$ cat src/abslc_pkg.sv
package abslc_pkg;

  localparam int unsigned LevelW = 16;
  localparam int unsigned LuxW = 16;
  localparam int unsigned StepW = 8;
  localparam int unsigned ReqW = 3;
  localparam int unsigned CfgIdxW = 2;
  localparam int unsigned CfgDataW = 16;
  localparam int unsigned ScaledLuxW = 13;
  localparam int unsigned DivW = LevelW + ScaledLuxW;
  localparam int unsigned DivCntW = $clog2(DivW);
  localparam int unsigned MarginW = 11;
  localparam int unsigned RecipW = 19;
  localparam int unsigned RecipProdW = LevelW + RecipW;

  localparam logic [ReqW-1:0] REQ_TICK = 3'd0;
  localparam logic [ReqW-1:0] REQ_STEP_UP = 3'd1;
  localparam logic [ReqW-1:0] REQ_STEP_DOWN = 3'd2;
  localparam logic [ReqW-1:0] REQ_SET = 3'd3;
  localparam logic [ReqW-1:0] REQ_SYNC = 3'd4;

  localparam logic [CfgIdxW-1:0] CFG_MIN_BRIGHTNESS = 2'd0;
  localparam logic [CfgIdxW-1:0] CFG_MAX_BRIGHTNESS = 2'd1;
  localparam logic [CfgIdxW-1:0] CFG_STEP_COUNT = 2'd2;
  localparam logic [CfgIdxW-1:0] CFG_AUTO_ENABLE = 2'd3;

  localparam logic [LevelW-1:0] MIN_BRIGHTNESS_RST = 16'd1000;
  localparam logic [LevelW-1:0] MAX_BRIGHTNESS_RST = 16'd60000;
  localparam logic [StepW-1:0] STEP_COUNT_RST = 8'd16;
  localparam logic [LuxW-1:0] BASE_LIGHT_RST = 16'd100;

  localparam logic [LuxW-1:0] LUX_FLOOR = 16'd2;
  localparam logic [LuxW-1:0] LUX_CEIL = 16'd5000;
  localparam logic [MarginW-1:0] DEADBAND_MIN = 11'd1500;
  localparam logic [MarginW-1:0] SLEW_MIN = 11'd500;

  // x / 100 as (x * 335545) >> 25, exact for x below 2^18
  localparam logic [RecipW-1:0] RECIP_100 = 19'd335545;
  localparam int unsigned RecipShift = 25;

  typedef struct packed {
    logic [ReqW-1:0]   req_type;
    logic [LuxW-1:0]   lux;
    logic [LevelW-1:0] value;
  } in_t;

  typedef struct packed {
    logic [LevelW-1:0] brightness;
    logic              write_strobe;
  } out_t;

  typedef struct packed {
    logic [LevelW-1:0]  min_brightness;
    logic [LevelW-1:0]  max_brightness;
    logic [StepW-1:0]   step_count;
    logic               auto_enable;
    logic [MarginW-1:0] deadband;
    logic [MarginW-1:0] slew_limit;
  } cfg_t;

endpackage

$ cat src/auto_brightness_slew_controller_core.sv
// Backlight controller for one display.
// Input channel (in_valid_i / in_ready_o / in_data_i): one request per transfer,
// an ambient tick, a user step up or down, a user set or a device sync, each
// carrying the current lux. Every request gives exactly one result transfer on
// out_valid_o / out_ready_i / out_data_o: the brightness now held and a write
// strobe that is set when the display must be updated.
// Configuration channel (cfg_valid_i / cfg_ready_o / cfg_index_i / cfg_data_i):
// always ready; index 0 min brightness, 1 max brightness, 2 step count,
// 3 auto enable. Write only while no request is in flight.
// Ticks (when auto is enabled) and steps pass through the restoring divider
// that serves both the ambient target and the step size; sets skip it, and
// syncs, disabled ticks and ignored requests go straight to the result.
// One request is handled at a time: input is taken only while idle.
// A finished result sits in the output register; the next request is taken
// while it waits. If the receiver stalls and a second result is ready, the
// block holds it and stops taking input until the output register frees.
// Reset: min 1000, max 60000, step count 16, auto off, level and base level 0,
// base light 100, no result pending.
module auto_brightness_slew_controller_core (
  input  logic                           clk_i,
  input  logic                           rst_ni,
  input  logic                           in_valid_i,
  output logic                           in_ready_o,
  input  abslc_pkg::in_t                 in_data_i,
  output logic                           out_valid_o,
  input  logic                           out_ready_i,
  output abslc_pkg::out_t                out_data_o,
  input  logic                           cfg_valid_i,
  output logic                           cfg_ready_o,
  input  logic [abslc_pkg::CfgIdxW-1:0]  cfg_index_i,
  input  logic [abslc_pkg::CfgDataW-1:0] cfg_data_i
);
  import abslc_pkg::*;

  typedef enum logic [7:0] {
    ST_IDLE   = 8'b0000_0001,
    ST_START  = 8'b0000_0010,
    ST_DIV    = 8'b0000_0100,
    ST_TICK_A = 8'b0000_1000,
    ST_TICK_B = 8'b0001_0000,
    ST_STEP   = 8'b0010_0000,
    ST_APPLY  = 8'b0100_0000,
    ST_FIN    = 8'b1000_0000
  } state_e;

  localparam int unsigned ErrW = LevelW + 2;

  cfg_t cfg;

  state_e state_d, state_q;
  logic [ReqW-1:0]   req_d, req_q;
  logic [LuxW-1:0]   lux_d, lux_q;
  logic [LevelW-1:0] cur_d, cur_q;
  logic [LevelW-1:0] base_d, base_q;
  logic [LuxW-1:0]   light_d, light_q;
  logic              strobe_d, strobe_q;
  logic              user_d, user_q;
  logic [LevelW:0]   apply_d, apply_q;
  logic signed [ErrW-1:0] err_d, err_q;
  logic              out_valid_d, out_valid_q;
  out_t              out_d, out_q;

  logic              div_start;
  logic [DivW-1:0]   div_dividend;
  logic [LevelW-1:0] div_divisor;
  logic              div_done;
  logic [DivW-1:0]   div_quo;

  logic              is_tick;
  logic [ScaledLuxW-1:0] lux_clamped;
  logic [LevelW-1:0] range0;
  logic [StepW-1:0]  steps;
  logic [DivW-1:0]   tgt_raw;
  logic [LevelW-1:0] tgt;
  logic signed [ErrW-1:0] err;
  logic signed [ErrW-1:0] db_s;
  logic signed [ErrW-1:0] lim_s;
  logic signed [ErrW-1:0] err_lim;
  logic signed [ErrW-1:0] new_lvl;
  logic [LevelW-1:0] st;
  logic [LevelW-1:0] room;
  logic [LevelW-1:0] nv;
  logic [LevelW-1:0] applied;

  function automatic logic [LevelW-1:0] limit_level(logic [DivW-1:0] v, cfg_t c);
    logic [DivW-1:0] r;
    r = (v > DivW'(c.max_brightness)) ? DivW'(c.max_brightness) : v;
    if (r < DivW'(c.min_brightness)) begin
      r = DivW'(c.min_brightness);
    end
    return r[LevelW-1:0];
  endfunction

  abslc_cfg u_cfg (
    .clk_i       (clk_i),
    .rst_ni      (rst_ni),
    .cfg_valid_i (cfg_valid_i),
    .cfg_ready_o (cfg_ready_o),
    .cfg_index_i (cfg_index_i),
    .cfg_data_i  (cfg_data_i),
    .cfg_o       (cfg)
  );

  abslc_div u_div (
    .clk_i      (clk_i),
    .rst_ni     (rst_ni),
    .start_i    (div_start),
    .dividend_i (div_dividend),
    .divisor_i  (div_divisor),
    .done_o     (div_done),
    .quotient_o (div_quo)
  );

  assign is_tick = (req_q == REQ_TICK);

  assign lux_clamped = (lux_q < LUX_FLOOR) ? ScaledLuxW'(LUX_FLOOR) :
                       (lux_q > LUX_CEIL)  ? ScaledLuxW'(LUX_CEIL)  :
                                             lux_q[ScaledLuxW-1:0];
  assign range0 = (cfg.max_brightness > cfg.min_brightness) ?
                  (cfg.max_brightness - cfg.min_brightness) : '0;
  assign steps  = (cfg.step_count == '0) ? StepW'(1) : cfg.step_count;

  assign div_start    = (state_q == ST_START);
  assign div_dividend = is_tick ? (DivW'(base_q) * DivW'(lux_clamped)) : DivW'(range0);
  assign div_divisor  = is_tick ? light_q : LevelW'(steps);

  // ambient target and deadband
  assign tgt_raw = (light_q == '0) ? DivW'(cfg.max_brightness) : div_quo;
  assign tgt     = limit_level(tgt_raw, cfg);
  assign err     = $signed(ErrW'(tgt)) - $signed(ErrW'(cur_q));
  assign db_s    = $signed(ErrW'(cfg.deadband));
  assign lim_s   = $signed(ErrW'(cfg.slew_limit));

  // slew limit
  always_comb begin
    priority if (err_q > lim_s) begin
      err_lim = lim_s;
    end else if (err_q < -lim_s) begin
      err_lim = -lim_s;
    end else begin
      err_lim = err_q;
    end
  end
  assign new_lvl = $signed(ErrW'(cur_q)) + err_lim;

  // user step
  assign st = (div_quo[LevelW-1:0] == '0) ? LevelW'(1) : div_quo[LevelW-1:0];
  always_comb begin
    room = '0;
    nv   = cur_q;
    if (req_q == REQ_STEP_UP) begin
      if (cur_q < cfg.max_brightness) begin
        room = cfg.max_brightness - cur_q;
        nv   = cur_q + ((st < room) ? st : room);
      end
    end else if (cur_q > cfg.min_brightness) begin
      room = cur_q - cfg.min_brightness;
      nv   = cur_q - ((st < room) ? st : room);
    end
  end

  assign applied = limit_level(DivW'(apply_q), cfg);

  always_comb begin
    state_d     = state_q;
    req_d       = req_q;
    lux_d       = lux_q;
    cur_d       = cur_q;
    base_d      = base_q;
    light_d     = light_q;
    strobe_d    = strobe_q;
    user_d      = user_q;
    apply_d     = apply_q;
    err_d       = err_q;
    out_valid_d = out_valid_q;
    out_d       = out_q;

    if (out_valid_q && out_ready_i) begin
      out_valid_d = 1'b0;
    end

    unique case (state_q)
      ST_IDLE: begin
        if (in_valid_i) begin
          req_d    = in_data_i.req_type;
          lux_d    = in_data_i.lux;
          strobe_d = 1'b0;
          user_d   = 1'b1;
          apply_d  = (LevelW+1)'(in_data_i.value);
          unique case (in_data_i.req_type)
            REQ_TICK: state_d = cfg.auto_enable ? ST_START : ST_FIN;
            REQ_STEP_UP, REQ_STEP_DOWN: state_d = ST_START;
            REQ_SET: state_d = ST_APPLY;
            REQ_SYNC: begin
              cur_d   = in_data_i.value;
              base_d  = in_data_i.value;
              light_d = in_data_i.lux;
              state_d = ST_FIN;
            end
            default: state_d = ST_FIN;
          endcase
        end
      end
      ST_START: state_d = ST_DIV;
      ST_DIV: begin
        if (div_done) begin
          state_d = is_tick ? ST_TICK_A : ST_STEP;
        end
      end
      ST_TICK_A: begin
        priority if (err > db_s) begin
          err_d   = err - db_s;
          state_d = ST_TICK_B;
        end else if (err < -db_s) begin
          err_d   = err + db_s;
          state_d = ST_TICK_B;
        end else begin
          state_d = ST_FIN;
        end
      end
      ST_TICK_B: begin
        user_d  = 1'b0;
        apply_d = (new_lvl < 0) ? '0 : new_lvl[LevelW:0];
        state_d = ST_APPLY;
      end
      ST_STEP: begin
        apply_d = (LevelW+1)'(nv);
        state_d = (nv == cur_q) ? ST_FIN : ST_APPLY;
      end
      ST_APPLY: begin
        if (applied != cur_q) begin
          cur_d    = applied;
          strobe_d = 1'b1;
          if (user_q) begin
            base_d = applied;
            if (applied != cfg.min_brightness && applied != cfg.max_brightness) begin
              light_d = lux_q;
            end
          end
        end
        state_d = ST_FIN;
      end
      ST_FIN: begin
        if (!out_valid_q || out_ready_i) begin
          out_valid_d             = 1'b1;
          out_d.brightness        = cur_q;
          out_d.write_strobe      = strobe_q;
          state_d                 = ST_IDLE;
        end
      end
      default: state_d = ST_IDLE;
    endcase
  end

  always_ff @(posedge clk_i or negedge rst_ni) begin
    if (!rst_ni) begin
      state_q     <= ST_IDLE;
      cur_q       <= '0;
      base_q      <= '0;
      light_q     <= BASE_LIGHT_RST;
      out_valid_q <= 1'b0;
    end else begin
      state_q     <= state_d;
      cur_q       <= cur_d;
      base_q      <= base_d;
      light_q     <= light_d;
      out_valid_q <= out_valid_d;
    end
  end

  always_ff @(posedge clk_i) begin
    req_q    <= req_d;
    lux_q    <= lux_d;
    strobe_q <= strobe_d;
    user_q   <= user_d;
    apply_q  <= apply_d;
    err_q    <= err_d;
    out_q    <= out_d;
  end

  assign in_ready_o  = (state_q == ST_IDLE);
  assign out_valid_o = out_valid_q;
  assign out_data_o  = out_q;

endmodule

$ cat src/abslc_cfg.sv
module abslc_cfg (
  input  logic                           clk_i,
  input  logic                           rst_ni,
  input  logic                           cfg_valid_i,
  output logic                           cfg_ready_o,
  input  logic [abslc_pkg::CfgIdxW-1:0]  cfg_index_i,
  input  logic [abslc_pkg::CfgDataW-1:0] cfg_data_i,
  output abslc_pkg::cfg_t                cfg_o
);
  import abslc_pkg::*;

  logic [LevelW-1:0]     min_q;
  logic [LevelW-1:0]     max_q;
  logic [StepW-1:0]      step_q;
  logic                  auto_q;
  logic [LevelW-1:0]     range;
  logic [RecipProdW-1:0] rmul_d, rmul_q;
  logic [RecipProdW+1:0] pct3;
  logic [MarginW-1:0]    pct_d, pct_q;
  logic [MarginW-1:0]    pct2_d, pct2_q;
  logic [MarginW-1:0]    db, lim;

  assign cfg_ready_o = 1'b1;

  always_ff @(posedge clk_i or negedge rst_ni) begin
    if (!rst_ni) begin
      min_q  <= MIN_BRIGHTNESS_RST;
      max_q  <= MAX_BRIGHTNESS_RST;
      step_q <= STEP_COUNT_RST;
      auto_q <= 1'b0;
    end else if (cfg_valid_i) begin
      unique case (cfg_index_i)
        CFG_MIN_BRIGHTNESS: min_q  <= cfg_data_i;
        CFG_MAX_BRIGHTNESS: max_q  <= cfg_data_i;
        CFG_STEP_COUNT:     step_q <= cfg_data_i[StepW-1:0];
        CFG_AUTO_ENABLE:    auto_q <= cfg_data_i[0];
        default: ;
      endcase
    end
  end

  // span of the brightness window, one when the window is empty
  assign range  = (max_q > min_q) ? (max_q - min_q) : LevelW'(1);
  assign rmul_d = RecipProdW'(range) * RecipProdW'(RECIP_100);

  assign pct3   = (RecipProdW+2)'(rmul_q) + ((RecipProdW+2)'(rmul_q) << 1);
  assign pct_d  = MarginW'(pct3 >> RecipShift);
  assign pct2_d = MarginW'(rmul_q >> (RecipShift - 1));

  always_ff @(posedge clk_i) begin
    rmul_q <= rmul_d;
    pct_q  <= pct_d;
    pct2_q <= pct2_d;
  end

  assign db  = (pct_q > DEADBAND_MIN) ? pct_q : DEADBAND_MIN;
  assign lim = (pct2_q > SLEW_MIN) ? pct2_q : SLEW_MIN;

  assign cfg_o.min_brightness = min_q;
  assign cfg_o.max_brightness = max_q;
  assign cfg_o.step_count     = step_q;
  assign cfg_o.auto_enable    = auto_q;
  assign cfg_o.deadband       = db;
  assign cfg_o.slew_limit     = lim;

endmodule

$ cat src/abslc_div.sv
module abslc_div (
  input  logic                         clk_i,
  input  logic                         rst_ni,
  input  logic                         start_i,
  input  logic [abslc_pkg::DivW-1:0]   dividend_i,
  input  logic [abslc_pkg::LevelW-1:0] divisor_i,
  output logic                         done_o,
  output logic [abslc_pkg::DivW-1:0]   quotient_o
);
  import abslc_pkg::*;

  logic               busy_d, busy_q;
  logic               done_d, done_q;
  logic [DivCntW-1:0] cnt_d, cnt_q;
  logic [LevelW-1:0]  rem_d, rem_q;
  logic [LevelW-1:0]  dvs_d, dvs_q;
  logic [DivW-1:0]    quo_d, quo_q;
  logic [LevelW:0]    trial;
  logic               fits;

  // restoring division, one quotient bit per cycle
  assign trial = {rem_q, quo_q[DivW-1]};
  assign fits  = trial >= {1'b0, dvs_q};

  always_comb begin
    busy_d = busy_q;
    done_d = 1'b0;
    cnt_d  = cnt_q;
    rem_d  = rem_q;
    dvs_d  = dvs_q;
    quo_d  = quo_q;
    if (start_i) begin
      busy_d = 1'b1;
      cnt_d  = DivCntW'(DivW - 1);
      rem_d  = '0;
      dvs_d  = divisor_i;
      quo_d  = dividend_i;
    end else if (busy_q) begin
      rem_d = fits ? LevelW'(trial - {1'b0, dvs_q}) : trial[LevelW-1:0];
      quo_d = {quo_q[DivW-2:0], fits};
      cnt_d = cnt_q - DivCntW'(1);
      if (cnt_q == '0) begin
        busy_d = 1'b0;
        done_d = 1'b1;
      end
    end
  end

  always_ff @(posedge clk_i or negedge rst_ni) begin
    if (!rst_ni) begin
      busy_q <= 1'b0;
      done_q <= 1'b0;
      cnt_q  <= '0;
    end else begin
      busy_q <= busy_d;
      done_q <= done_d;
      cnt_q  <= cnt_d;
    end
  end

  always_ff @(posedge clk_i) begin
    rem_q <= rem_d;
    dvs_q <= dvs_d;
    quo_q <= quo_d;
  end

  assign done_o     = done_q;
  assign quotient_o = quo_q;

endmodule

$ cat config.mk
export PLATFORM = sky130hd
export DESIGN_NAME = auto_brightness_slew_controller_core
export DESIGN_NICKNAME = d
export VERILOG_FILES = /design/src/abslc_pkg.sv /design/src/auto_brightness_slew_controller_core.sv /design/src/abslc_cfg.sv /design/src/abslc_div.sv
export SDC_FILE = /design/constraint.sdc
export NUM_CORES = 2
export LEC_CHECK = 0
export BUFFER_PORTS_ARGS = -buffer_cell sky130_fd_sc_hd__buf_2
export CORE_AREA = 2 2 252 254
export CTS_CLUSTER_SIZE = 14
export DETAILED_ROUTE_END_ITERATION = 10
export DIE_AREA = 0 0 254 256
export GPL_TIMING_DRIVEN = 0
export PLACE_DENSITY = 0.85
export SLEW_MARGIN = 20
export SYNTH_ARGS = -nofsm -noshare
export SYNTH_HDL_FRONTEND = slang
export SYNTH_SLANG_ARGS = --single-unit
$ cat constraint.sdc
create_clock -name clk_i -period 11.67 [get_ports clk_i]
set_clock_uncertainty 0.15 [all_clocks]
set_input_delay 1.7505 -clock clk_i [delete_from_list [all_inputs] [get_ports clk_i]]
set_output_delay 1.7505 -clock clk_i [all_outputs]
set_load 0.01 [all_outputs]
==> impl_metrics.py <==
metrics = {
    "placed_design": {
        "hpwl_um": 95160,
        "finalWeightedCongestion": 1.066,
        "io_buffers": 76,
    },
    "floorplan": {
        "rows": 92,
        "io_pins": 78,
        "coreArea_um2": 62390,
        "start_util_pct": 59.23,
        "die_h_um": 256,
        "dieArea_um2": 65020,
        "fp.dieW_um": 254,
    },
    "cells_and_area": {
        "syn_to_final_growth_pct": 7.825,
        "seqCellArea_um2": 7655,
        "final_core_util_pct": 63.87,
        "final_layout_size_suffix_gt1_share_pct": 7.394,
        "multi_input_area_um2": 27000,
        "n_fill_cell": 5151,
        "nets": 5163,
    },
    "timing": {
        "worstMarginPinSlew_ns": 1.131,
        "fin_tns_setup_ns": 0,
        "fin_crit_ns": 11.12,
        "slew_viol_final": 0,
        "fmax_mhz": 89.96,
        "slew_headroom_pct": 24.04,
        "finalCritPeriodShare_pct": 95.25,
        "finalHoldViolCount": 0,
        "finalSetupViolations": 0,
    },
    "logic_synthesis": {
        "synthCells": 4164,
        "synth.cell_area_um2": 36950,
        "synth_edf_count": 118,
        "synthDistinctLibCells": 92,
        "avgSynthCellArea_um2": 8.875,
        "yosys_warnings": 0,
        "yosysSeqAreaShare_pct": 20.71,
        "ys_ff_latch": 296,
        "async_flop_share_pct": 35.47,
        "synth-main-ff-cell": "edfxtp_1",
    },
    "drt": {
        "ant_nets": 0,
        "drtIter0Drc": 3323,
        "drt-wirelength-per-cell_um": 22.60,
        "vias_per_cell": 6.251,
        "dr.pass1.iters": 8,
        "via_count": 32370,
        "finalWirelength_um": 117000,
        "drcViolationCount": 0,
    },
    "critical_path": {
        "slowest_stage": "a2111oi_0",
        "startpoint": "u_cfg.max_q[0]",
        "crit_end": "u_cfg.rmul_q[34]",
        "end_kind": "register",
        "cp_top_family": "compound AO/OA/AOI/OAI gates",
        "arrival_ns": 11.44,
        "worstPathBufferInverterCount": 8,
        "worst_setup_path_start_kind": "register",
        "reg2reg_depth": 36,
        "slowest_delay_ns": 0.69,
        "path_class": "reg -> reg",
        "crit_top_cell": "inv_1",
        "worst-path-stages": 36,
        "r2r-start": "u_cfg.max_q[0]",
        "r2r_slack_ns": 0.55,
        "reg2reg_to": "u_cfg.rmul_q[34]",
        "critPathRequiredTime_ns": 11.99,
        "cp_max_fo": 10,
    },
    "clock_network": {
        "cts_root_buf": "clkbuf_16",
        "cts_buffers": 36,
        "clkTransAtPathRegs_ns": 0.06,
        "clk_latency_ns": 0.57,
        "clk_path_buf_depth": 3,
        "clock_sinks": 296,
        "htreeDepth": 2,
        "cts_tree": "done",
    },
    "global_routing": {
        "track_usage_pct": 36.19,
        "first_global_vias": 32140,
        "antenna_found_initial": 11,
        "grt_overflow_total": 0,
        "grt_first_pass_wirelength_um": 180900,
        "grt_max_degree": 64,
    },
    "run_status": {
        "status": "complete, no violations",
    },
    "run": {
        "cap_violations": 0,
    },
    "min_path": {
        "hp-class": "reg -> reg",
    },
}
[cell usage in the layout (no fill, tap or decap), types with 20 or more instances in the layout]
| cell type | count |
|---|---|
| and3_1 | 42 |
| o31ai_1 | 20 |
| nor4_1 | 25 |
| ha_1 | 540 |
| a31oi_1 | 27 |
| nand4_1 | 39 |
| a21o_1 | 94 |
| dfxtp_1 | 73 |
| o21a_1 | 37 |
| xnor2_1 | 158 |
| nand2b_1 | 29 |
| and2_1 | 95 |
| mux2_2 | 81 |
| nand2_1 | 444 |
| o21bai_1 | 22 |
| buf_2 | 79 |
| xor2_1 | 62 |
| nor3_1 | 76 |
| o21ai_0 | 225 |
| fa_1 | 265 |
| edfxtp_1 | 118 |
| nor2_1 | 244 |
| dfrtp_1 | 87 |
| inv_1 | 495 |
| clkbuf_16 | 37 |
| clkbuf_1 | 117 |
| or3_1 | 22 |
| nor2b_1 | 48 |
| a211oi_1 | 26 |
| a21oi_1 | 238 |
| nand3_1 | 52 |
| mux2i_1 | 39 |
[routing by layer]
layer | part of all wire (%) | vias to the layer above | global-route usage, %
met1 | 39 | 15550 | 47.12
met2 | 45 | 1746 | 57.38
li1 | - | 14680 | -
met3 | 11 | 384 | 7.668
met5 | 0.066 | - | 0.6015
met4 | 5.5 | 12 | 17.06
[layout make-up]
cell class	instances	area share, %
buffer	126	1.407
clock buffer	48	2.478
tap	846	2.657
antenna	4	0.02512
clock inverter	18	0.5903
sequential	296	19.21
multi-input combinational	3261	67.76
inverter	496	4.672
timing repair buffer	83	1.200
[worst register-to-register path, delay by kind of cell (launching register included)]
kind	cells	cell delay (ns)
and+or+nand+nor	3	0.64
buffers and inverters	8	1.36
AOI/OAI and AO/OA	15	4.42
DFF	1	0.55
adders and majority gates	9	3.74
xor gates and xnor gates	1	0.16
[cell usage after synthesis, drive strengths merged, types with 21 or more instances]
master | n | area [um^2]
mux2 | 102 | 1190
and2 | 100 | 625.6
a21o | 94 | 705.7
nand3 | 52 | 260.3
clkbuf | 111 | 416.7
edfxtp | 118 | 3543
xor2 | 62 | 543.0
a211oi | 27 | 207.7
nor2b | 48 | 300.3
a31oi | 28 | 175.2
ha | 540 | 6756
dfrtp | 87 | 2177
fa | 265 | 5305
and3 | 42 | 262.8
inv | 496 | 1862
a21oi | 246 | 1250
or3 | 22 | 137.6
xnor2 | 159 | 1393
dfxtp | 73 | 1461
o21ai | 229 | 1146
mux2i | 39 | 390.4
nand4 | 39 | 244.0
o21bai | 22 | 165.2
or2 | 21 | 131.4
nand2 | 444 | 1667
nor3 | 78 | 395.4
nor4 | 28 | 181.4
nand2b | 29 | 181.4
o21a | 37 | 277.8
nor2 | 246 | 923.4
[how the worst min path moves through the flow]
stage / slack (ns) / start / to / cells after the start
3_5_place_dp: 0.23 / u_cfg.rmul_q[31] / u_cfg.pct2_q[7] / 0
6_report: 0.23 / u_cfg.rmul_q[31] / u_cfg.pct2_q[7] / 0
5_1_grt: 0.24 / u_cfg.rmul_q[31] / u_cfg.pct2_q[7] / 0
2_1_floorplan: 0.21 / u_cfg.rmul_q[24] / u_cfg.pct2_q[0] / 0
3_3_place_gp: 0.22 / u_cfg.rmul_q[32] / u_cfg.pct2_q[8] / 0
4_1_cts: 0.23 / u_cfg.rmul_q[31] / u_cfg.pct2_q[7] / 0
[repair_timing]
| item | CTS | global route |
|---|---|---|
| setup buffers | 2 | 0 |
| gates resized for setup | 4 | 10 |
| endpoints found under the setup margin | 33 | 36 |
| hold buffers | 0 | 0 |
| pin swaps | 1 | 0 |
[logic make-up after synthesis]
logic type      count (synthesis)  share of synthesized area (%)
compound gates                867                          14.85
xor+xnor                      221                          5.238
fa+ha+maj                     805                          32.64
buf+inv                       623                          6.548
flops                         296                          20.71
mux                           141                          4.276
other cells                     2                        0.02032
simple gates                 1209                          15.71
[sequential cells by signal (all words and copies together), names as in the netlist, 5 cells and up]
signal            count
light_q              16
u_div.cnt_q           5
err_q                18
state_q               8
u_cfg.min_q          16
apply_q              17
u_div.rem_q          16
u_cfg.pct2_q         11
u_cfg.pct_q          11
u_div.dvs_q          16
u_cfg.step_q          8
u_div.quotient_o     29
lux_q                16
u_cfg.max_q          16
u_cfg.rmul_q         35
out_data_o           17
cur_q                16
base_q               16
[metrics by stage]
step / setup slack (ns) / instances / hold slack (ns) / area (um^2)
after global placement: -1.204 / 5102 / 0.2228 / 38450
final: 0.5540 / 5178 / 0.2335 / 39850
after floorplan: 1.928 / 4180 / 0.2088 / 37010
after global routing: -0.001227 / 5176 / 0.2372 / 39840
after detailed placement: -0.7020 / 5107 / 0.2260 / 38550
after CTS: 0.08249 / 5175 / 0.2321 / 39810
Power is not shown: default switching activity piles up to over one toggle a cycle in this logic, so the estimate is an artifact.
